**config.mk**
```make
export PLATFORM = sky130hd
export DESIGN_NAME = fir_ctrl_flat
export DESIGN_NICKNAME = d
export VERILOG_FILES = /design/src/rtl/core/fir_pkg.sv /design/src/rtl/core/fir_if.sv /design/src/rtl/core/fir_ctrl.sv /design/src/flat_wrapper.sv
export SDC_FILE = /design/constraint.sdc
export NUM_CORES = 1
export LEC_CHECK = 0
export BUFFER_PORTS_ARGS = -buffer_cell sky130_fd_sc_hd__clkbuf_2
export CORE_ASPECT_RATIO = 1.5
export CORE_MARGIN = 2
export CORE_UTILIZATION = 40
export DETAILED_ROUTE_END_ITERATION = 12
export GPL_ROUTABILITY_DRIVEN = 0
export PLACE_DENSITY_LB_ADDON = 0.15
export SLEW_MARGIN = 10
export SYNTH_ARGS = -nofsm -noshare
export SYNTH_HDL_FRONTEND = slang
export SYNTH_SLANG_ARGS = --single-unit
```
**constraint.sdc**
```tcl
create_clock -name clk -period 2.5 [get_ports clk]
set_clock_uncertainty 0.1 [all_clocks]
set_input_delay 0.5 -clock clk [delete_from_list [all_inputs] [get_ports clk]]
set_output_delay 0.5 -clock clk [all_outputs]
set_load 0.05 [all_outputs]
```
**src/rtl/core/fir_pkg.sv**
```systemverilog
// ----------------------------------------------------------------------------
// fir_pkg
// Shared constants, types and helpers for the FIR convolution block.
// ----------------------------------------------------------------------------
package fir_pkg;

  // sizing
  localparam int MAX_TAPS       = 32;
  localparam int SAMPLE_BITS    = 16;
  localparam int PROD_BITS      = 2 * SAMPLE_BITS;
  localparam int RESULT_BITS    = 40;
  localparam int VALUE_BITS     = 16;
  localparam int TAP_FIELD_BITS = 5;
  localparam int CFG_BITS       = 6;

  localparam int TAP_IDX_BITS  = (MAX_TAPS > 1) ? $clog2(MAX_TAPS) : 1;
  localparam int TAPS_BITS     = $clog2(MAX_TAPS + 1);
  localparam int IDX_CMP_BITS  = (TAP_IDX_BITS > TAP_FIELD_BITS) ? TAP_IDX_BITS + 1
                                                                  : TAP_FIELD_BITS + 1;
  // edges from a shift until the head of the sum chain holds the full sum
  localparam int SETTLE_CYCLES = MAX_TAPS + 1;
  localparam int CNT_BITS      = $clog2(SETTLE_CYCLES + 1);

  typedef logic signed [SAMPLE_BITS-1:0] sample_t;
  typedef logic signed [PROD_BITS-1:0]   prod_t;
  typedef logic signed [RESULT_BITS-1:0] result_t;

  // request codes
  typedef enum logic {
    CMD_LOAD    = 1'b0,
    CMD_PROCESS = 1'b1
  } fir_cmd_t;

  // sequencer states
  typedef enum logic {
    ST_IDLE,
    ST_WORK
  } fir_state_t;

  // control bundle broadcast to the cell row
  typedef struct packed {
    logic                    shift_en;
    logic                    clear;
    sample_t                 shift_data;
    logic                    coef_we;
    logic [TAP_IDX_BITS-1:0] coef_addr;
    sample_t                 coef_data;
    logic [TAPS_BITS-1:0]    taps;
  } fir_cell_ctl_t;

  // clamp the tap count register to 1..MAX_TAPS
  function automatic logic [TAPS_BITS-1:0] taps_in_use(input logic [CFG_BITS-1:0] cnt);
    int unsigned v;
    v = int'(cnt);
    if (v == 0) begin
      return TAPS_BITS'(1);
    end
    if (v > MAX_TAPS) begin
      return TAPS_BITS'(MAX_TAPS);
    end
    return TAPS_BITS'(v);
  endfunction

endpackage

```
**src/rtl/core/fir_if.sv**
```systemverilog
// ----------------------------------------------------------------------------
// fir_if
// Valid/ready channels for FIR requests and FIR results.
// ----------------------------------------------------------------------------

// request channel: coefficient loads and signal samples
interface fir_in_if
  import fir_pkg::*;
();
  logic                      valid;
  logic                      ready;
  logic                      cmd;
  logic [TAP_FIELD_BITS-1:0] tap_index;
  logic signed [VALUE_BITS-1:0] value;
  logic                      last_sample;

  modport source (output valid, cmd, tap_index, value, last_sample, input ready);
  modport sink   (input valid, cmd, tap_index, value, last_sample, output ready);
endinterface

// result channel: convolution outputs
interface fir_out_if
  import fir_pkg::*;
();
  logic                          valid;
  logic                          ready;
  logic signed [RESULT_BITS-1:0] result_value;
  logic                          last_out;

  modport source (output valid, result_value, last_out, input ready);
  modport sink   (input valid, result_value, last_out, output ready);
endinterface

```
**src/rtl/core/fir_ctrl.sv**
```systemverilog
// ----------------------------------------------------------------------------
// fir_ctrl
// Sequencer for the FIR row: decodes requests, steps the delay line through
// the sample and its zero-fed tail, and holds the result register.
// ----------------------------------------------------------------------------
module fir_ctrl
  import fir_pkg::*;
(
  input  logic                clk,
  input  logic                rst_n,
  input  logic                cfg_we,
  input  logic [CFG_BITS-1:0] cfg_wdata,
  fir_in_if.sink              in_chan,
  fir_out_if.source           out_chan,
  input  result_t             acc_head,
  output fir_cell_ctl_t       ctl
);

  fir_state_t state_r, state_nxt;

  logic [CFG_BITS-1:0]  tap_count_r, tap_count_nxt;
  logic [TAPS_BITS-1:0] taps_r, taps_nxt;
  logic [TAPS_BITS-1:0] tail_r, tail_nxt;
  logic [CNT_BITS-1:0]  cnt_r, cnt_nxt;
  logic                 last_r, last_nxt;
  logic                 out_valid_r, out_valid_nxt;
  result_t              out_value_r, out_value_nxt;
  logic                 out_last_r, out_last_nxt;

  logic                    in_accept;
  logic                    is_process;
  logic                    is_load;
  logic                    capture;
  logic                    out_take;
  logic [IDX_CMP_BITS-1:0] idx_wide;
  logic                    idx_ok;
  logic [TAPS_BITS-1:0]    taps_new;

  // handshake decode
  assign in_accept  = in_chan.valid && in_chan.ready;
  assign is_process = in_accept && (in_chan.cmd == CMD_PROCESS);
  assign is_load    = in_accept && (in_chan.cmd == CMD_LOAD);
  assign capture    = (state_r == ST_WORK) && (cnt_r == '0) &&
                      (!out_valid_r || out_chan.ready);
  assign out_take   = out_valid_r && out_chan.ready;
  assign idx_wide   = IDX_CMP_BITS'(in_chan.tap_index);
  assign idx_ok     = idx_wide < IDX_CMP_BITS'(MAX_TAPS);
  assign taps_new   = taps_in_use(tap_count_r);

  // next state
  always_comb begin
    state_nxt = state_r;
    case (state_r)
      ST_IDLE: begin
        if (is_process) begin
          state_nxt = ST_WORK;
        end
      end
      ST_WORK: begin
        if (capture && (tail_r == '0)) begin
          state_nxt = ST_IDLE;
        end
      end
      default: state_nxt = ST_IDLE;
    endcase
  end

  // outputs towards the ports and the cell row
  always_comb begin
    in_chan.ready  = 1'b0;
    ctl.shift_en   = 1'b0;
    ctl.clear      = 1'b0;
    ctl.shift_data = '0;
    ctl.coef_we    = is_load && idx_ok;
    ctl.coef_addr  = TAP_IDX_BITS'(idx_wide);
    ctl.coef_data  = SAMPLE_BITS'(in_chan.value);
    ctl.taps       = taps_r;
    case (state_r)
      ST_IDLE: begin
        // no request is taken while reset is held
        in_chan.ready  = rst_n;
        ctl.shift_en   = is_process;
        ctl.shift_data = SAMPLE_BITS'(in_chan.value);
      end
      ST_WORK: begin
        ctl.shift_en = capture && (tail_r != '0);
        ctl.clear    = capture && (tail_r == '0) && last_r;
      end
      default: begin
        in_chan.ready = 1'b0;
      end
    endcase
  end

  // sequencing registers
  always_comb begin
    tap_count_nxt = cfg_we ? cfg_wdata : tap_count_r;
    taps_nxt      = taps_r;
    tail_nxt      = tail_r;
    cnt_nxt       = cnt_r;
    last_nxt      = last_r;
    if (is_process) begin
      taps_nxt = taps_new;
      last_nxt = in_chan.last_sample;
      tail_nxt = in_chan.last_sample ? (taps_new - TAPS_BITS'(1)) : '0;
      cnt_nxt  = CNT_BITS'(SETTLE_CYCLES);
    end else if (capture) begin
      if (tail_r != '0) begin
        tail_nxt = tail_r - TAPS_BITS'(1);
        cnt_nxt  = CNT_BITS'(SETTLE_CYCLES);
      end
    end else if ((state_r == ST_WORK) && (cnt_r != '0)) begin
      cnt_nxt = cnt_r - CNT_BITS'(1);
    end
  end

  // result register
  always_comb begin
    out_valid_nxt = out_valid_r;
    out_value_nxt = out_value_r;
    out_last_nxt  = out_last_r;
    if (capture) begin
      out_valid_nxt = 1'b1;
      out_value_nxt = acc_head;
      out_last_nxt  = last_r && (tail_r == '0);
    end else if (out_take) begin
      out_valid_nxt = 1'b0;
    end
  end

  always_ff @(posedge clk) begin
    if (!rst_n) begin
      state_r     <= ST_IDLE;
      tap_count_r <= CFG_BITS'(1);
      taps_r      <= TAPS_BITS'(1);
      tail_r      <= '0;
      cnt_r       <= '0;
      last_r      <= 1'b0;
      out_valid_r <= 1'b0;
    end else begin
      state_r     <= state_nxt;
      tap_count_r <= tap_count_nxt;
      taps_r      <= taps_nxt;
      tail_r      <= tail_nxt;
      cnt_r       <= cnt_nxt;
      last_r      <= last_nxt;
      out_valid_r <= out_valid_nxt;
    end
  end

  always_ff @(posedge clk) begin
    out_value_r <= out_value_nxt;
    out_last_r  <= out_last_nxt;
  end

  assign out_chan.valid        = out_valid_r;
  assign out_chan.result_value = out_value_r;
  assign out_chan.last_out     = out_last_r;

  // a stalled result holds the sequencer and its tail count
  a_stall_holds: assert property (@(posedge clk) disable iff (!rst_n)
    (state_r == ST_WORK && cnt_r == '0 && out_valid_r && !out_chan.ready)
    |=> (state_r == ST_WORK && $stable(tail_r)))
    else $error("sequencer moved on while result stalled");

  // a last sample schedules one tail output per extra tap
  a_tail_len: assert property (@(posedge clk) disable iff (!rst_n)
    (is_process && in_chan.last_sample) |=> (tail_r == taps_r - TAPS_BITS'(1)))
    else $error("tail length does not match tap count");

  // clearing the delay line never coincides with a shift
  a_clear_excl: assert property (@(posedge clk) disable iff (!rst_n)
    ctl.clear |-> !ctl.shift_en)
    else $error("delay line cleared and shifted together");

  // the final capture of an item returns the sequencer to idle
  a_done_idle: assert property (@(posedge clk) disable iff (!rst_n)
    (capture && tail_r == '0) |=> (state_r == ST_IDLE && out_valid_r))
    else $error("sequencer did not finish after final output");

endmodule

```
**src/flat_wrapper.sv**
```systemverilog
// flat-port wrapper written by rule: the top's interface ports become plain ports
module fir_ctrl_flat import fir_pkg::*;
  (clk, rst_n, cfg_we, cfg_wdata, acc_head, ctl, in_chan_valid, in_chan_cmd, in_chan_tap_index, in_chan_value, in_chan_last_sample, in_chan_ready, out_chan_valid, out_chan_result_value, out_chan_last_out, out_chan_ready);
  fir_in_if in_chan_i ();
  fir_out_if out_chan_i ();
  input  logic clk;
  input  logic rst_n;
  input  logic cfg_we;
  input  logic [CFG_BITS-1:0] cfg_wdata;
  input  result_t acc_head;
  output fir_cell_ctl_t ctl;
  input wire logic [$bits(in_chan_i.valid)-1:0] in_chan_valid;
  input wire logic [$bits(in_chan_i.cmd)-1:0] in_chan_cmd;
  input wire logic [$bits(in_chan_i.tap_index)-1:0] in_chan_tap_index;
  input wire logic [$bits(in_chan_i.value)-1:0] in_chan_value;
  input wire logic [$bits(in_chan_i.last_sample)-1:0] in_chan_last_sample;
  output wire logic [$bits(in_chan_i.ready)-1:0] in_chan_ready;
  output wire logic [$bits(out_chan_i.valid)-1:0] out_chan_valid;
  output wire logic [$bits(out_chan_i.result_value)-1:0] out_chan_result_value;
  output wire logic [$bits(out_chan_i.last_out)-1:0] out_chan_last_out;
  input wire logic [$bits(out_chan_i.ready)-1:0] out_chan_ready;
  assign in_chan_i.valid = in_chan_valid;
  assign in_chan_i.cmd = in_chan_cmd;
  assign in_chan_i.tap_index = in_chan_tap_index;
  assign in_chan_i.value = in_chan_value;
  assign in_chan_i.last_sample = in_chan_last_sample;
  assign in_chan_ready = in_chan_i.ready;
  assign out_chan_valid = out_chan_i.valid;
  assign out_chan_result_value = out_chan_i.result_value;
  assign out_chan_last_out = out_chan_i.last_out;
  assign out_chan_i.ready = out_chan_ready;
  fir_ctrl u_core (.clk(clk), .rst_n(rst_n), .cfg_we(cfg_we), .cfg_wdata(cfg_wdata), .in_chan(in_chan_i), .out_chan(out_chan_i), .acc_head(acc_head), .ctl(ctl));
endmodule
```
**Yosys cells after proc, flatten, opt, wreduce, memory -nomap -nowiden**

Cells that the tools add are included.

- Register bits after elaboration: 68
- Output and inout bits: 89

- Reductions and logical operators: 28
- Muxes and demuxes: 24
- Bitwise logic cells: 3
- $lt $le $gt $ge: 2
- Add/subtract/negate cells: 3
- Equality and inequality tests: 2

Operator list:

| operator | count |
|---|---|
| $mux W6 | 12 |
| $logic_not A6 Y1 | 3 |
| $sub A6 B1 Y6 const B | 3 |
| $mux W16 | 1 |
| $logic_and A1 B1 Y1 | 12 |
| $reduce_bool A6 Y1 | 2 |
| $mux W1 | 9 |
| $reduce_bool A2 Y1 | 4 |
| $gt A6 B6 Y1 const B | 1 |
| $lt A5 B6 Y1 const B | 1 |
| $reduce_and A2 Y1 | 3 |
| $pmux W1 S2 | 2 |
| $ne A3 B2 Y1 const B | 1 |
| $not A1 Y1 | 3 |
| $reduce_bool A3 Y1 | 1 |
| $ne A2 B2 Y1 const B | 1 |
| $reduce_or A2 Y1 | 1 |
| $logic_not A1 Y1 | 1 |
| $logic_or A1 B1 Y1 | 1 |

**Depth between registers and ports, before layout**

- Depth in word-level cells: 8
- Mapped depth: 9
- Gate-level depth less buffers: 7

**Least setup slack after synthesis**

Ideal clock, no wire load.

- Path type: register to output
- Start point: register u_core.cnt_r[2]
- End point: output ctl[44] in the netlist's numbering
- Setup slack: -249 ps
- Arrival time: 2149 ps
- Cell stages (with the launch flop): 7
- Required time: 1900 ps
- Buffers on the path: 2
- Cell sequence: dfxtp_1 or4_1 or3_1 buf_6 inv_6 buf_12 and3_1

RTL lines:

| what | line | RTL |
|---|---|---|
| from (decl) | fir_ctrl.sv:24 | `logic [CNT_BITS-1:0] cnt_r, cnt_nxt;` |
| from (signal assigned) | fir_ctrl.sv:145 | `cnt_r <= cnt_nxt;` |
| to (decl) | flat_wrapper.sv:11 | `output fir_cell_ctl_t ctl;` |

==> metrics.md <==
| Metric | Value |
|---|---|
| Status | `finished with violations` |
| Failing checks | `setup timing` |
| # setup viols final | `2` |
| CP max stage cell | `or4_4` |
| Tightest Pin Transition | `about 0.47 ns` |
| # IOs | `163` |
| EDFF count, synth | `between 40 and 50` |
| Fmax | `a little under 400 MHz` |
| Reg power frac | `roughly half` |
| Remaining global-route overflow | `0` |
| Normalized max-slew margin | `about 70%` |
| Initial antenna violation count | `0` |
| Peak supply drop | `279 uV` |
| # rows | `38` |
| Die Area | `about 8100 um2` |
| Clock latency on the worst-skew pair | `around 0.34 ns` |
| Post-detailed-route DRC marker count | `0` |
| Register area | `between 1500 and 2000 um2` |
| Area Overhead vs Synth | `33.7%` |
| Final min period | `roughly 2.5 ns` |
| Critical Path AT | `just under 2 ns` |
| Syn. warnings | `0` |
| CP Cell Sequence | `or4_4, or3_4, clkinv_4, and3_4, buf_12` |
| R2R setup slack | `~0.27 ns` |
| Final hold viol count | `0` |
| CTS Buffer Depth | `2` |
| Post-DRT Antenna Nets | `0` |
| Total Power | `between 0.002 and 0.003 W` |
| Die Y | `109 um` |
| Worst r2r src | `u_core.cnt_r[3]$_SDFFE_PP0P_` |
| Final std cells w/o fill | `between 400 and 500` |
| CTS Root Buffer Type | `clkbuf_8` |
| M3 GR Usage | `under 10%` |
| Clk pwr share | `28.2%` |
| Hold path endpoint | `u_core.out_chan.result_value[31]$_DFFE_PP_` |
| DRT Pass-1 Iters | `4` |
| Post-cts hold buffer count | `0` |
| Crit Path Max Fanout | `3` |
| Switching share of total power | `about a third` |
| Core Region | `slightly above 7000 um2` |
| Total number of vias | `about 2400` |
| Vias in the first global route | `2329` |
| Reg-to-reg endpoint | `u_core.tail_r[1]$_SDFFE_PN0P_` |
| Max capacitance violation total | `0` |
| # port buffers | `between 150 and 200` |
| DR vias/cell | `between 4 and 5` |
| Final worst slack | `-0.0405 ns` |
| Mapped Nets | `between 300 and 400` |
| PD cells | `between 600 and 700 nW/um2` |
| GRT Total Usage | `16.4%` |
| Unrepaired setup endpoints after global routing | `yes` |
| Critical path type | `flop to output pin` |
| Met1 GRT Util | `~18%` |
| Post-synth design cell area | `about 3000 um2` |
| Buf/Inv on CP | `2` |
| Int Power | `0.00180 W` |
| Max-slew violations | `0` |
| Synth async-reset ratio | `0%` |
| Gate Count Post-Synth | `249` |
| Placed insts | `480` |
| Clk pin slew, worst setup/hold paths | `about 0.070 ns` |
| Synthesized flop and latch total | `~70` |
| Top delay family on crit path | `simple AND/OR/NAND/NOR gates` |
| Ys flop type | `edfxtp_1` |
| Global Route met2 Usage | `about 28%` |
| Launch point of the worst hold path | `acc_head[31]` |
| Hold Path Stages | `1` |
| Syn Area/Cell | `roughly 12 um2` |
| Clk sinks | `68` |
| Global-route layer with the greatest usage | `met2` |
| Share of layout cells above drive strength 1 | `48.9%` |
| Global-route wire length before repair | `just over 10000 um` |
| # diodes | `0` |
| Setup crit end kind | `output pin` |
| Area occupied by multi-input gates | `around 960 um2` |
| Largest net degree at the start of global routing | `between 50 and 60` |
| Fillers | `about 650` |
| Min-Delay Path Class | `input port to flop` |
| Die width | `74.2 um` |
| WP data required | `approximately 1.9 ns` |
| CTS Buf Count | `9` |
| CP Launch Type | `flop` |
| Initial DRC Count | `90` |
| Nets@finish | `roughly 470` |
| Switching power | `~0.00084 W` |
| DP Wirelength | `4880 um` |
| Initial core utilization | `between 40% and 50%` |
| Largest stage delay, worst path | `approximately 0.52 ns` |
| Fin crit share | `102%` |
| Avg WL per Cell | `~13 um` |
| Post-Route WL | `between 6000 and 7000 um` |
| H-tree depth | `3` |
| Logic pwr share | `23.4%` |
| TritonCTS clock tree | `built` |
| Netlist cell types | `between 50 and 60` |
| Seq/Total Area, Yosys | `roughly 60%` |
| R2R cell count | `7` |
| Leakage | `between 1.5 and 2 nW` |
[repair_timing]
| item | 4_1_cts | 5_1_grt |
|---|---|---|
| pin swaps | 3 | 1 |
| gates resized for setup | 5 | 4 |
| buffers inserted | 1 | 0 |
| setup endpoints to repair | 2 | 2 |
[Yosys cell counts, types with 2 or more instances]
library cell / instances / area (um2)
and4b_1: 2 / 20.0
a21oi_1: 7 / 35.0
o21ai_0: 10 / 50.1
nand3_2: 2 / 20.0
or3_1: 3 / 18.8
edfxtp_1: 41 / 1230
o211ai_1: 4 / 30.0
nand3b_1: 2 / 15.0
mux2i_1: 8 / 80.1
nor3_1: 7 / 35.0
nand4_1: 2 / 12.5
buf_4: 22 / 165
and3_1: 2 / 12.5
a211o_1: 2 / 17.5
clkbuf_1: 7 / 26.3
nor2b_1: 18 / 113
a31oi_1: 4 / 25.0
nor4_1: 2 / 12.5
nor2_1: 12 / 45.0
o21bai_1: 2 / 15.0
nand2_1: 14 / 52.6
nand3_1: 6 / 30.0
inv_1: 7 / 26.3
o21ai_1: 2 / 10.0
nand2b_1: 4 / 25.0
ha_1: 3 / 37.5
dfxtp_1: 27 / 541
a211oi_1: 4 / 30.0
[area by class of cell]
cell class	instances	share of cell area, %
clock inverters	4	0.665
multi-input cells	140	24.2
repair buffers	165	22.8
inverters	8	0.886
well taps	100	3.16
flip-flops and latches	68	44.9
clock buffers	12	3.42
[layout by cell type (no fill, tap or decap), types with 2 or more instances in the layout]
master	n
clkinvlp_4	2
a31oi_1	4
clkbuf_1	3
ha_1	2
mux2i_1	8
inv_1	7
dfxtp_1	25
dfxtp_2	2
o21bai_1	2
edfxtp_1	41
o21ai_0	10
a211o_1	2
buf_12	3
a21oi_1	7
nand2_1	14
nor2b_1	18
clkbuf_2	150
nand3_2	2
nor4_1	2
nor2_1	12
nand3b_1	2
nand4_1	2
nor3_1	7
o211ai_1	4
nand2b_1	4
a211oi_1	4
and4b_1	2
or3_1	2
nand3_1	6
buf_4	12
clkbuf_8	9
[power groups by stage]
stage          Combinational [W]  Sequential (W)  Clock (W)
6_report                0.000618         0.00128   0.000746
5_1_grt                 0.000665         0.00129   0.000820
4_1_cts                 0.000617         0.00128   0.000780
3_5_place_dp            0.000606         0.00130          0
3_3_place_gp            0.000601         0.00130          0
2_1_floorplan           0.000367         0.00140          0
[metal layers]
metal	up-vias	share of wire [%]
met5	-	0
met4	0	3.1
met3	18	9.5
met2	141	48
met1	1084	39
li1	1172	-
[worst reg2reg max path, delay by kind of cell, from the launching register on]
family	cells	cell delay [ns]
AND/OR/NAND/NOR	3	1.03
buffers and inverters	3	0.41
flip-flops	1	0.32
AO/OA/AOI/OAI	1	0.26
[logic make-up after synthesis]
kind of cell | after synthesis | share of synthesized area (%)
muxes | 9 | 3.09
and+or+nand+nor | 83 | 15.8
xor gates and xnor gates | 1 | 0.296
buffers and inverters | 41 | 9.01
adders and majority gates | 3 | 1.27
AOI/OAI and AO/OA | 44 | 10.6
DFF | 68 | 59.9
[flip-flops by register name (all words and copies together), names as in the netlist]
register,cells
u_core.taps_r,6
u_core.state_r,1
u_core.out_chan.last_out,1
u_core.out_chan.valid,1
u_core.tail_r,6
u_core.tap_count_r,6
u_core.out_chan.result_value,40
u_core.last_r,1
u_core.cnt_r,6
[how the worst max path moves through the flow]
stage                                      start  endpoint  slack [ns]  cells past startpoint
finish              u_core.cnt_r[3]$_SDFFE_PP0P_   ctl[44]       -0.04                      5
global route        u_core.cnt_r[3]$_SDFFE_PP0P_   ctl[44]       -0.11                      5
CTS                 u_core.cnt_r[3]$_SDFFE_PP0P_   ctl[44]       -0.08                      5
detailed placement  u_core.cnt_r[2]$_SDFFE_PP0P_   ctl[44]        0.14                      5
global placement    u_core.cnt_r[2]$_SDFFE_PP0P_   ctl[44]        0.14                      5
floorplan           u_core.cnt_r[2]$_SDFFE_PP0P_   ctl[44]       -0.13                      6
[metrics by stage]
stage | setup TNS, ns | setup slack, ns | utilization (%) | instance area (um2) | hold slack [ns]
after global routing | -0.204 | -0.106 | 55.1 | 3950 | 0.210
final | -0.0762 | -0.0405 | 55.1 | 3950 | 0.234
after global placement | 0 | 0.139 | 52.2 | 3750 | 0.345
after CTS | -0.119 | -0.0755 | 54.9 | 3940 | 0.212
after detailed placement | 0 | 0.142 | 52.2 | 3750 | 0.350
after floorplan | -0.133 | -0.133 | - | 2960 | 0.332
Note: power is estimated with default switching activity, not from simulation.
