==> src/rtl/core/fir_pkg.sv <==
// ----------------------------------------------------------------------------
// fir_pkg
// Shared constants, types and helpers for the FIR convolution block.
// ----------------------------------------------------------------------------
package fir_pkg;

  // sizing
  localparam int MAX_TAPS       = 32;
  localparam int SAMPLE_BITS    = 16;
  localparam int PROD_BITS      = 2 * SAMPLE_BITS;
  localparam int RESULT_BITS    = 40;
  localparam int VALUE_BITS     = 16;
  localparam int TAP_FIELD_BITS = 5;
  localparam int CFG_BITS       = 6;

  localparam int TAP_IDX_BITS  = (MAX_TAPS > 1) ? $clog2(MAX_TAPS) : 1;
  localparam int TAPS_BITS     = $clog2(MAX_TAPS + 1);
  localparam int IDX_CMP_BITS  = (TAP_IDX_BITS > TAP_FIELD_BITS) ? TAP_IDX_BITS + 1
                                                                  : TAP_FIELD_BITS + 1;
  // edges from a shift until the head of the sum chain holds the full sum
  localparam int SETTLE_CYCLES = MAX_TAPS + 1;
  localparam int CNT_BITS      = $clog2(SETTLE_CYCLES + 1);

  typedef logic signed [SAMPLE_BITS-1:0] sample_t;
  typedef logic signed [PROD_BITS-1:0]   prod_t;
  typedef logic signed [RESULT_BITS-1:0] result_t;

  // request codes
  typedef enum logic {
    CMD_LOAD    = 1'b0,
    CMD_PROCESS = 1'b1
  } fir_cmd_t;

  // sequencer states
  typedef enum logic {
    ST_IDLE,
    ST_WORK
  } fir_state_t;

  // control bundle broadcast to the cell row
  typedef struct packed {
    logic                    shift_en;
    logic                    clear;
    sample_t                 shift_data;
    logic                    coef_we;
    logic [TAP_IDX_BITS-1:0] coef_addr;
    sample_t                 coef_data;
    logic [TAPS_BITS-1:0]    taps;
  } fir_cell_ctl_t;

  // clamp the tap count register to 1..MAX_TAPS
  function automatic logic [TAPS_BITS-1:0] taps_in_use(input logic [CFG_BITS-1:0] cnt);
    int unsigned v;
    v = int'(cnt);
    if (v == 0) begin
      return TAPS_BITS'(1);
    end
    if (v > MAX_TAPS) begin
      return TAPS_BITS'(MAX_TAPS);
    end
    return TAPS_BITS'(v);
  endfunction

endpackage

==> src/rtl/core/fir_cell.sv <==
// ----------------------------------------------------------------------------
// fir_cell
// One tap of the FIR row: holds a coefficient and a delayed sample, forms
// their product and adds it onto the partial sum coming from the next cell.
// ----------------------------------------------------------------------------
module fir_cell
  import fir_pkg::*;
(
  input  logic                    clk,
  input  logic                    rst_n,
  input  logic [TAP_IDX_BITS-1:0] cell_idx,
  input  fir_cell_ctl_t           ctl,
  input  sample_t                 samp_in,
  output sample_t                 samp_out,
  input  result_t                 acc_in,
  output result_t                 acc_out
);

  sample_t coef_r, coef_nxt;
  sample_t samp_r, samp_nxt;
  prod_t   prod_r, prod_nxt;
  result_t acc_r,  acc_nxt;
  logic    tap_en;

  // taps beyond the count in use contribute nothing
  assign tap_en = TAPS_BITS'(cell_idx) < ctl.taps;

  // coefficient slot
  always_comb begin
    coef_nxt = coef_r;
    if (ctl.coef_we && (ctl.coef_addr == cell_idx)) begin
      coef_nxt = ctl.coef_data;
    end
  end

  // delay line stage
  always_comb begin
    samp_nxt = samp_r;
    if (ctl.clear) begin
      samp_nxt = '0;
    end else if (ctl.shift_en) begin
      samp_nxt = samp_in;
    end
  end

  // product and partial sum
  always_comb begin
    prod_nxt = tap_en ? (PROD_BITS'(coef_r) * PROD_BITS'(samp_r)) : '0;
    acc_nxt  = acc_in + RESULT_BITS'(prod_r);
  end

  always_ff @(posedge clk) begin
    if (!rst_n) begin
      samp_r <= '0;
    end else begin
      samp_r <= samp_nxt;
    end
  end

  always_ff @(posedge clk) begin
    coef_r <= coef_nxt;
    prod_r <= prod_nxt;
    acc_r  <= acc_nxt;
  end

  assign samp_out = samp_r;
  assign acc_out  = acc_r;

endmodule

==> config.mk <==
export PLATFORM = sky130hd
export DESIGN_NAME = fir_cell
export DESIGN_NICKNAME = d
export VERILOG_FILES = /design/src/rtl/core/fir_pkg.sv /design/src/rtl/core/fir_cell.sv
export SDC_FILE = /design/constraint.sdc
export NUM_CORES = 1
export LEC_CHECK = 0
export ABC_AREA = 1
export BUFFER_PORTS_ARGS = -buffer_cell sky130_fd_sc_hd__buf_2
export CORE_ASPECT_RATIO = 2
export CORE_MARGIN = 10
export CORE_UTILIZATION = 45
export DETAILED_ROUTE_END_ITERATION = 10
export PLACE_DENSITY = 0.6
export RECOVER_POWER = 25
export SYNTH_ARGS = -nofsm -noshare
export SYNTH_HDL_FRONTEND = slang
export SYNTH_SLANG_ARGS = --single-unit
==> constraint.sdc <==
create_clock -name clk -period 13.6 [get_ports clk]
set_clock_uncertainty 0.1 [all_clocks]
set_input_delay 2.04 -clock clk [delete_from_list [all_inputs] [get_ports clk]]
set_output_delay 2.04 -clock clk [all_outputs]
set_load 0.01 [all_outputs]
Yosys cells after proc, flatten, opt, wreduce, memory -nomap -nowiden
Index checks and enable logic that the tools add are counted.
- word-level logic and storage cells: 11
- flip-flop bits (word level): 104
- reductions and logical operators: 2
- add/sub/neg operators: 1
- bitwise operators: 1
- multipliers: 1
- equal/unequal tests: 1
- magnitude comparators: 1
- operators with widths (operator ; count):
    40-bit by 32-bit adder with 40-bit output ; 1
    16-bit by 16-bit multiplier with 32-bit output ; 1
    5-bit by 6-bit less-than comparator with 1-bit output ; 1
    5-bit == test ; 1
    2-bit OR reduction ; 1
    1-bit logical AND ; 1
    1-bit NOT ; 1

Longest topological paths before layout
Gate-level depths: netlist of run 1.
- depth after elaboration: 2
- mapped depth: 26

Worst setup path before layout of run 1
Ideal clock, no wire load.
- path kind: register to register
- from: register samp_r[5], in the netlist samp_out[5]
- to: register prod_r[31]
- cell stages (with the launch flop): 23
- arrival: 5431 ps
- required time: 13387 ps
- buffers on the path: 2
- path slack: 7957 ps
- library setup time: 113 ps
- cell sequence: dfxtp_1 clkbuf_1 clkbuf_1 nand2_1 fa_1 inv_1 fa_1 inv_1 fa_1 fa_1 fa_1 fa_1 inv_1 ha_1 nand2_1 nor2_1 inv_1 nor3_1 a21oi_1 nand2_1 nand2_1 nand2_1 nor2_1
- cells in the longest elaborated chain, start to end: 1
- ends and longest elaborated chain (element ; line ; text):
    start, declared ; fir_cell.sv:20 ; sample_t samp_r, samp_nxt;
    start signal, assigned ; fir_cell.sv:56 ; samp_r <= samp_nxt;
    16-bit by 16-bit multiplier with 32-bit output ; fir_cell.sv:48 ; prod_nxt = tap_en ? (PROD_BITS'(coef_r) * PROD_BITS'(samp_r)) : '0;
    end signal, assigned ; fir_cell.sv:62 ; prod_r <= prod_nxt;
    end, declared ; fir_cell.sv:21 ; prod_t prod_r, prod_nxt;
Every way passes these cells.
A chain may end at the register's enable or synchronous reset.

Worst setup path after layout of run 1
- from: register coef_r[15]
- to: register prod_r[23]
- cells in the longest elaborated chain, start to end: 1
- ends and longest elaborated chain (element ; line ; text):
    start, declared ; fir_cell.sv:19 ; sample_t coef_r, coef_nxt;
    start signal, assigned ; fir_cell.sv:61 ; coef_r <= coef_nxt;
    16-bit by 16-bit multiplier with 32-bit output ; fir_cell.sv:48 ;
Every way passes these cells.

==> results by stage, run 1 <==
Clock tree:
- The hold buffer count at CTS is 0.
- Counting every sink on the clock net gives 104.
- Clock-pin slew was measured on the worst setup and hold paths at 0.08 ns.
- The total number of H-tree levels is 3.
- The number of buffers added by the clock tree synthesis step is 9.
- The CTS tree is yes.
- The clock tree root driver cell is clkbuf_16.
- The clock latency on the worst-skew pair is between 0.3 and 0.4 ns.
- The maximum root-to-sink buffer count is 2.
- In this run the post-CTS setup repair buffer count came out at 0.
- The number of gates resized after CTS was 0.

Synth:
- In this run the mean area of a mapped cell was 7.10 um^2.
- The predominant post-synthesis flop cell is dfxtp_1.
- The proportion of synthesized flip-flops having asynchronous set or reset is 0.
- Synthesis produced 2376 cells.
- Synthesis instantiated 35 different standard cells from the library.
- The count of flip-flops with a built-in enable after synthesis is 16.
- During synthesis, Yosys emitted a total of 0 warnings.
- Summed over all instances, the cell type with the most area after synthesis is fa_1.
- The synthesized area is ~0.017 mm^2.
- The share of the Yosys chip area taken by registers is 0.133.
- The share of Yosys cell area claimed by the top area cell type is 0.312.
- The net count after synthesis is about 2900.
- After synthesis the netlist holds a flip-flop and latch count of 104.
- By area the synthesized netlist is led by fa_1 31%, nand2_1 16%, inv_1 14%.

Worst setup path:
- At the worst endpoint, the required time is 13.77 ns.
- At the worst endpoint, the arrival time is ~6.6 ns.
- Among the stages of the critical path, the cell type that occurs most often is fa_1.
- Along the worst path, the maximum fanout reaches 16.
- On the worst path, the slowest cell contributes a delay of 0.89 ns.
- The slowest stage cell on the critical path is fa_1.
- The worst setup path is of the reg -> reg kind.
- The buffering stage count on the worst path with inverters included is 4.
- The launching element type of the critical path is a register.
- The critical path goes through nand2_1, inv_1, fa_1, fa_1, fa_1, fa_1, fa_1, inv_1, fa_1, inv_1, ha_1, nand2_1, nor2_1, inv_1, nor2_1, nand4_1, nand2_1, nand2_1, nand2_1, nor2_1.
- The critical path's top delay family is adder cells.
- STA classifies the critical path endpoint as a register.

Route:
- The residual DRC count is 0.
- The first-pass detailed-route iteration total is 6.
- The sum of routed wire length over all layers is 52.9 mm.
- The number of design-rule violations left by the first detailed-router iteration is 552.
- After detailed routing, the number of vias per cell comes to about 5.
- Dividing the detail-routed wire length by the instance count gives around 18 um.
- Across all layers, the routed design uses ~15000 vias.
- In this run the remaining antenna-violating nets after routing total 0.

Timing:
- Of the available clock period, the critical path in the final layout requires 0.471.
- Setup slack closes at 7.19 ns.
- The number of max-slew violations in the final report was 0.
- In the final timing run, aggregate negative setup slack is 0 ns.
- At the pin with the least slew margin, the transition time is around 1.0 ns.
- The minimum period implied by the final worst setup slack is 6.41 ns.
- The count of endpoints failing hold in the final timing report is 0.
- The total setup violations reported at the end of the flow is 0.
- The fmax is 156 MHz.
- In this run the tightest slew margin relative to its limit is 0.318.
- Setup repair after global routing left no endpoint under its margin.

Die:
- The floorplan has 100 rows.
- The initial core utilization is 0.454.
- The die extent in x is 157 um.
- Measured along the y axis, the die boundary spans just under 300 um.
- The die covers 0.0461 mm^2.
- 165 I/O pins were placed.
- The placeable core region is 0.0372 mm^2.

Place:
- The setup slack at placement is 7.20 ns.
- The routability congestion estimate from global placement is 1.03.
- Port buffering added roughly 150 buffers.
- The instance area at placement is 0.0180 mm^2.
- The HPWL after detailed placement is 45.5 mm.

Layout:
- The share of final-layout standard cells stronger than drive strength 1 is 0.0816.
- The combined flip-flop and latch cell area is 0.00224 mm^2.
- The layout overhead on the synthesized area is 8.31%.
- The number of nets in the layout is 2980.
- The finished cells cover approximately 0.018 mm^2.
- 0 antenna diodes ended up in the layout.
- The multi-input combinational cells in the finished layout cover a total of approximately 0.012 mm^2.
- Measured on the finished design, the core utilization comes to 0.492.
- After filler insertion, the fill cell instance count of the layout stands at 3873.

Power and ir drop:
- The highest ir drop seen on vdd is 0.0677 mV.
- The power density over cell area is 93.6 mW/mm^2.
- The static power due to leakage is 11.0 nW.

Run:
- Across the run, the number of max-cap violations was 0.

Global route:
- The global router's overall resource usage is 0.237.
- The first global-routing pass estimated 83.4 mm of wire.
- For this run the aggregate overflow at the end of global routing stands at 0.
- The pin count of the biggest net entering global routing is 20.
- The number of global-route vias before repair is roughly 16000.
- The number of antenna violations at the first check in global routing is 0.

Worst hold path:
- The class of the tightest hold or removal check is reg -> reg.

Run status:
- The flow ran to the end, and the final reports show no timing, DRC or antenna violations.
per-layer routing:
metal	global-route usage	up-vias	share of wire
met1	0.203	7065	0.31
li1	-	7079	-
met3	0.0326	151	0.040
met4	0.148	0	0.065
met5	0	-	0
met2	0.484	384	0.58
per-stage QoR:
step | hold slack (ns) | instances | power [mW]
after global routing | 0.365 | 2947 | 1.87
after detailed placement | 0.335 | 2931 | 1.46
final | 0.346 | 2947 | 1.71
after floorplan | 0.320 | 2376 | 1.14
after CTS | 0.354 | 2947 | 1.73
after global placement | 0.333 | 2931 | 1.45
kinds of logic after synthesis:
family / share of synthesized area
buffers and inverters: 0.160
and+or+nand+nor: 0.246
AOI/OAI and AO/OA: 0.0404
xor gates and xnor gates: 0.0156
DFF: 0.133
adders and majority gates: 0.405
worst paths after layout:
| kind | end | slack [ns] | cells past startpoint | startpoint |
|---|---|---|---|---|
| worst min register to register | acc_out[0]$_DFF_P_ | 0.35 | 1 | prod_r[0]$_SDFF_PP0_ |
| worst max-delay path | prod_r[23]$_SDFF_PP0_ | 7.19 | 20 | coef_r[15]$_DFFE_PP_ |
| worst max register to register | prod_r[23]$_SDFF_PP0_ | 7.19 | 20 | coef_r[15]$_DFFE_PP_ |
| worst min-delay path | acc_out[0]$_DFF_P_ | 0.35 | 1 | prod_r[0]$_SDFF_PP0_ |
Yosys cell counts (21+ instances only):
master / number
nand2_1: 720
inv_1: 647
fa_1: 263
nor2_1: 146
ha_1: 125
dfxtp_1: 88
a21oi_1: 74
nand3_1: 64
clkbuf_1: 61
xor2_1: 24
nand4_1: 21
o21ai_0: 21
cells in the final DEF (no fill, tap or decap), types with 4 or more instances in the layout:
master	count
o21ai_0	21
clkbuf_16	9
nand3_1	65
inv_2	5
a21oi_1	74
and2_1	4
xnor2_1	6
edfxtp_1	16
nor3_1	9
buf_2	126
or2_2	5
fa_1	263
inv_1	647
o21a_1	5
o21bai_1	13
buf_4	11
dfxtp_1	88
nand4_1	21
nand2_1	720
nand3b_1	5
xor2_1	24
nor2_1	146
nor2_2	12
nand3_2	5
clkbuf_1	24
ha_1	125
nand2_2	16
sequential cells by signal, indices dropped and copies added (netlist names):
register,flops
acc_out,40
coef_r,16
prod_r,32
samp_out,16
cell type report:
type,count,area share
clock buffers,11,0.0127
clock inverters,5,0.00253
inverters,653,0.134
multi-input cells,1556,0.653
flip-flops and latches,104,0.123
well taps,459,0.0314
repair buffers,159,0.0436
power breakdown:
part           total, mW  internal (mW)  switching [mW]
combinational      0.998          0.342           0.656
clock              0.267          0.128           0.139
sequential         0.445          0.406          0.0395
total               1.71          0.876           0.834
Note: power is estimated with default switching activity, not from simulation.
==> inputs of run 2 (changes only) <==
--- a/config.mk
+++ b/config.mk
@@ -11,7 +11,7 @@
 export CORE_MARGIN = 10
 export CORE_UTILIZATION = 45
 export DETAILED_ROUTE_END_ITERATION = 10
-export PLACE_DENSITY = 0.6
+export PLACE_DENSITY = 0.63
 export RECOVER_POWER = 25
 export SYNTH_ARGS = -nofsm -noshare
 export SYNTH_HDL_FRONTEND = slang
==> constraint.sdc (replaced) <==
create_clock -name clk -period 5.25 [get_ports clk]
set_clock_uncertainty 0.1 [all_clocks]
set_input_delay 0.7875 -clock clk [delete_from_list [all_inputs] [get_ports clk]]
set_output_delay 0.7875 -clock clk [all_outputs]
set_load 0.01 [all_outputs]
==> run 2 against run 1 <==
  * The flow now finishes with violations (negative setup slack)
  * Die area unchanged
  * Design area increased by 14%
  * Sequential power increased to 2.5 times the previous value
  * Clock power increased to 2.8 times the previous value
  * Wire length increased by 1.6%
  * Core utilization increased by 7.0 points
  * Global-route usage about the same
  * Combinational power increased to 3.2 times the previous value
  * Critical path type unchanged
  * Critical endpoint is now prod_r[28]$_SDFF_PP0_
==> results by stage, run 2 (synthesis results as in run 1) <==
Worst setup path:
- The data required time of the worst path is 5.42 ns (-8.35 ns).
- The endpoint class of the critical path is a register.
- The worst register-to-register path begins at coef_r[8]$_DFFE_PP_.
- The critical path is of the reg -> reg type.
- The register-to-register path setup slack came to -0.17 ns (-7.37 ns).
- The worst setup path is launched from a register.
- The largest driver fanout on the critical path is 7 (-9).
- The endpoint identified for the worst register-to-register timing path is prod_r[28]$_SDFF_PP0_.
- The arrival time of the worst setup path was 5.59 ns (-0.98 ns).
- The path depth of the worst reg2reg path was 22 (+10%).

Global route:
- The global router's overall resource usage is 0.238 (+0.000412).
- The pin count of the biggest net entering global routing is 19 (-5.0%).
- The global-route wire length before repair is 84.2 mm (+1.0%).
- The number of global-route vias before repair is 16900 (+3.5%).
- The number of antenna violations at the first check in global routing is 0 (unchanged).
- The overall overflow remaining after global route was 0 (unchanged).

Place:
- The cell count after placement is 3085 (+5.3%).
- The count of buffers from port buffering is 148 (unchanged).
- The routability congestion estimate from global placement came to 0.984 (-4.8%).
- The HPWL after detailed placement is 46.8 mm (+2.9%).

Timing:
- The number of max-slew violations in the final report is 0 (unchanged).
- The fmax is 184 MHz (+18%).
- The total setup violations reported at the end of the flow is 15 (+15).
- The total negative setup slack is -1.67 ns (-1.67 ns).
- The share of the clock period used by the worst path is 1.03 (+0.562).
- The normalized max-slew margin was 0.244 (-0.0737).
- The pin slew with the least headroom to its limit came to 1.13 ns (+0.111 ns).
- The count of endpoints failing hold in the final timing report is 0 (unchanged).
- The setup slack of the critical path after layout is -0.174 ns (-7.37 ns).
- The minimum period implied by the final worst setup slack is 5.42 ns (-0.984 ns).
- Setup repair after global routing could not meet its margin everywhere.
- The final-layout worst hold slack is 0.349 ns (+0.00361 ns).

Layout:
- The final cell utilization of the core is 0.562 (+0.0700).
- The number of nets in the layout is 3146 (+5.6%).
- Compared with the post-synthesis result, the final layout area differs by 23.7%.
- The top cell types in the final layout, fill and taps aside, are 665 x nand2_1, 605 x inv_1, 238 x fa_1.
- The share of final-layout standard cells stronger than drive strength 1 is 0.225 (+0.143).
- The final instance count without filler cells was 3113 (+5.6%).
- The number of flip-flops in the largest register is 40 (unchanged).
- The commonest non-fill, non-tap cell in the layout is nand2_1.
- The count of antenna diodes in the layout is 0 (unchanged).

Die:
- The initial core utilization is 0.454 (unchanged).
- The placeable core region came to 0.0372 mm^2 (unchanged).
- The row count was 100 (unchanged).
- The area of the die is 0.0461 mm^2 (unchanged).
- The die extent in y is 294 um (unchanged).
- The die extent in x was 157 um (unchanged).
- The I/O pin count is 165 (unchanged).

Route:
- The total number of vias is 15400 (+5.1%).
- The residual DRC count is 0 (unchanged).
- The sum of routed wire length over all layers was 53.7 mm (+1.6%).
- The detailed-route wire length per cell came to 17.3 um (-3.9%).
- The final antenna-violating net count was 0 (unchanged).
- The first-pass detailed-route iteration total is 7 (+1).
- The per-cell via count in the routed design came to 4.95 (-0.54%).
- The number of design-rule violations left by the first detailed-router iteration is 614 (+11%).

Run status:
- The final reports fail on negative setup slack.
- The flow ran to the end, but the final reports show violations.

Clock tree:
- The number of clock sinks is 104 (unchanged).
- The clock latency on the worst-skew pair is 0.39 ns (about the same).
- The clock transition at the registers of the reported paths came to 0.08 ns (about the same).
- TritonCTS built the clock tree.
- The total number of H-tree levels is 3 (unchanged).
- The maximum root-to-sink buffer count came to 2 (unchanged).
- The hold buffer count at CTS is 0 (unchanged).
- The clock tree root driver cell is clkbuf_16.
- The number of buffers added by the clock tree synthesis step is 9 (unchanged).

Power and ir drop:
- The static power due to leakage is 12.2 nW (+11%).
- The power density over cell area is 241 mW/mm^2 (+160%).
- The highest ir drop seen on vdd was 0.200 mV (+200%).

Worst hold path:
- In this run the worst hold path is classified as reg -> reg.
- The hold-critical path depth came to 1 (unchanged).
- The startpoint of the most critical hold path is prod_r[0]$_SDFF_PP0_.
- The worst hold path terminates at acc_out[0]$_DFF_P_.

Run:
- The number of maximum-capacitance constraint violations is 0 (unchanged).
-- run 2: changes by cell type in the layout (fill, tap and decap cells not counted), sizes merged --
cell / change
buf: +169
clkbuf: -4
bufinv: +1
inv: -1
clkinv: +1
-- run 2: worst max path at each step --
stage	to	start	cells after the start	slack, ns
after floorplan	prod_r[29]$_SDFF_PP0_	samp_out[3]$_SDFFE_PP0P_	21	0.004
after global placement	prod_r[19]$_SDFF_PP0_	coef_r[8]$_DFFE_PP_	20	-0.37
after detailed placement	prod_r[19]$_SDFF_PP0_	coef_r[8]$_DFFE_PP_	20	-0.41
after CTS	prod_r[28]$_SDFF_PP0_	coef_r[8]$_DFFE_PP_	22	-0.20
after global routing	prod_r[30]$_SDFF_PP0_	coef_r[15]$_DFFE_PP_	22	-0.44
final	prod_r[28]$_SDFF_PP0_	coef_r[8]$_DFFE_PP_	22	-0.17
-- run 2: worst max-delay path: stages (launching register included) --
cell      delay, ns
edfxtp_1       0.45
buf_6          0.17
buf_6          0.13
buf_6          0.12
nor2_4         0.10
fa_1           0.45
fa_1           0.51
fa_1           0.54
fa_1           0.43
fa_1           0.49
inv_1          0.05
fa_1           0.49
inv_2          0.05
ha_4           0.26
buf_4          0.12
nand2_4        0.06
inv_2          0.06
nand2_2        0.06
nor3_2         0.20
and2_1         0.14
nand2_1        0.08
a31oi_1        0.15
nor2_1         0.07
-- run 2: power breakdown --
group | switching (mW) | leakage [nW] | internal [mW] | total [mW]
Combinational | 1.95 | 11.1 | 1.22 | 3.17
Sequential | 0.0800 | 0.884 | 1.05 | 1.13
Clock | 0.356 | 0.153 | 0.380 | 0.736
Total | 2.38 | 12.2 | 2.65 | 5.03
-- run 2: metal layers --
layer | GRT usage | vias up | wire [um]
li1 | - | 7422 | -
met1 | 0.196 | 7379 | 16500
met2 | 0.481 | 433 | 30900
met3 | 0.0338 | 188 | 1940
met4 | 0.176 | 0 | 4390
met5 | 0 | - | 0
-- run 2: per-stage QoR --
step                setup WS (ns)  power (mW)  area (um^2)
floorplan                 0.00424        2.97        17000
global placement           -0.370        3.94        19400
detailed placement         -0.413        3.98        19400
CTS                        -0.198        4.89        20300
global route               -0.445        5.47        20900
finish                     -0.174        5.03        20900
-- run 2: final cells by class --
| cell class | count | area [um^2] |
|---|---|---|
| Clock buffer | 10 | 233 |
| Timing Repair Buffer | 325 | 2320 |
| Clock inverter | 6 | 66.3 |
| Tap cell | 459 | 574 |
| Sequential cell | 104 | 2260 |
| Inverter | 653 | 2460 |
| Multi-Input combinational cell | 1556 | 13000 |
| Fill cell | 3514 | 16300 |
-- run 2: repair_timing --
item / 4_1_cts / 5_1_grt
setup buffers: 9 / 4
resized for setup: 139 / 166
endpoints found under the setup margin: 20 / 22
pin swaps: 51 / 81
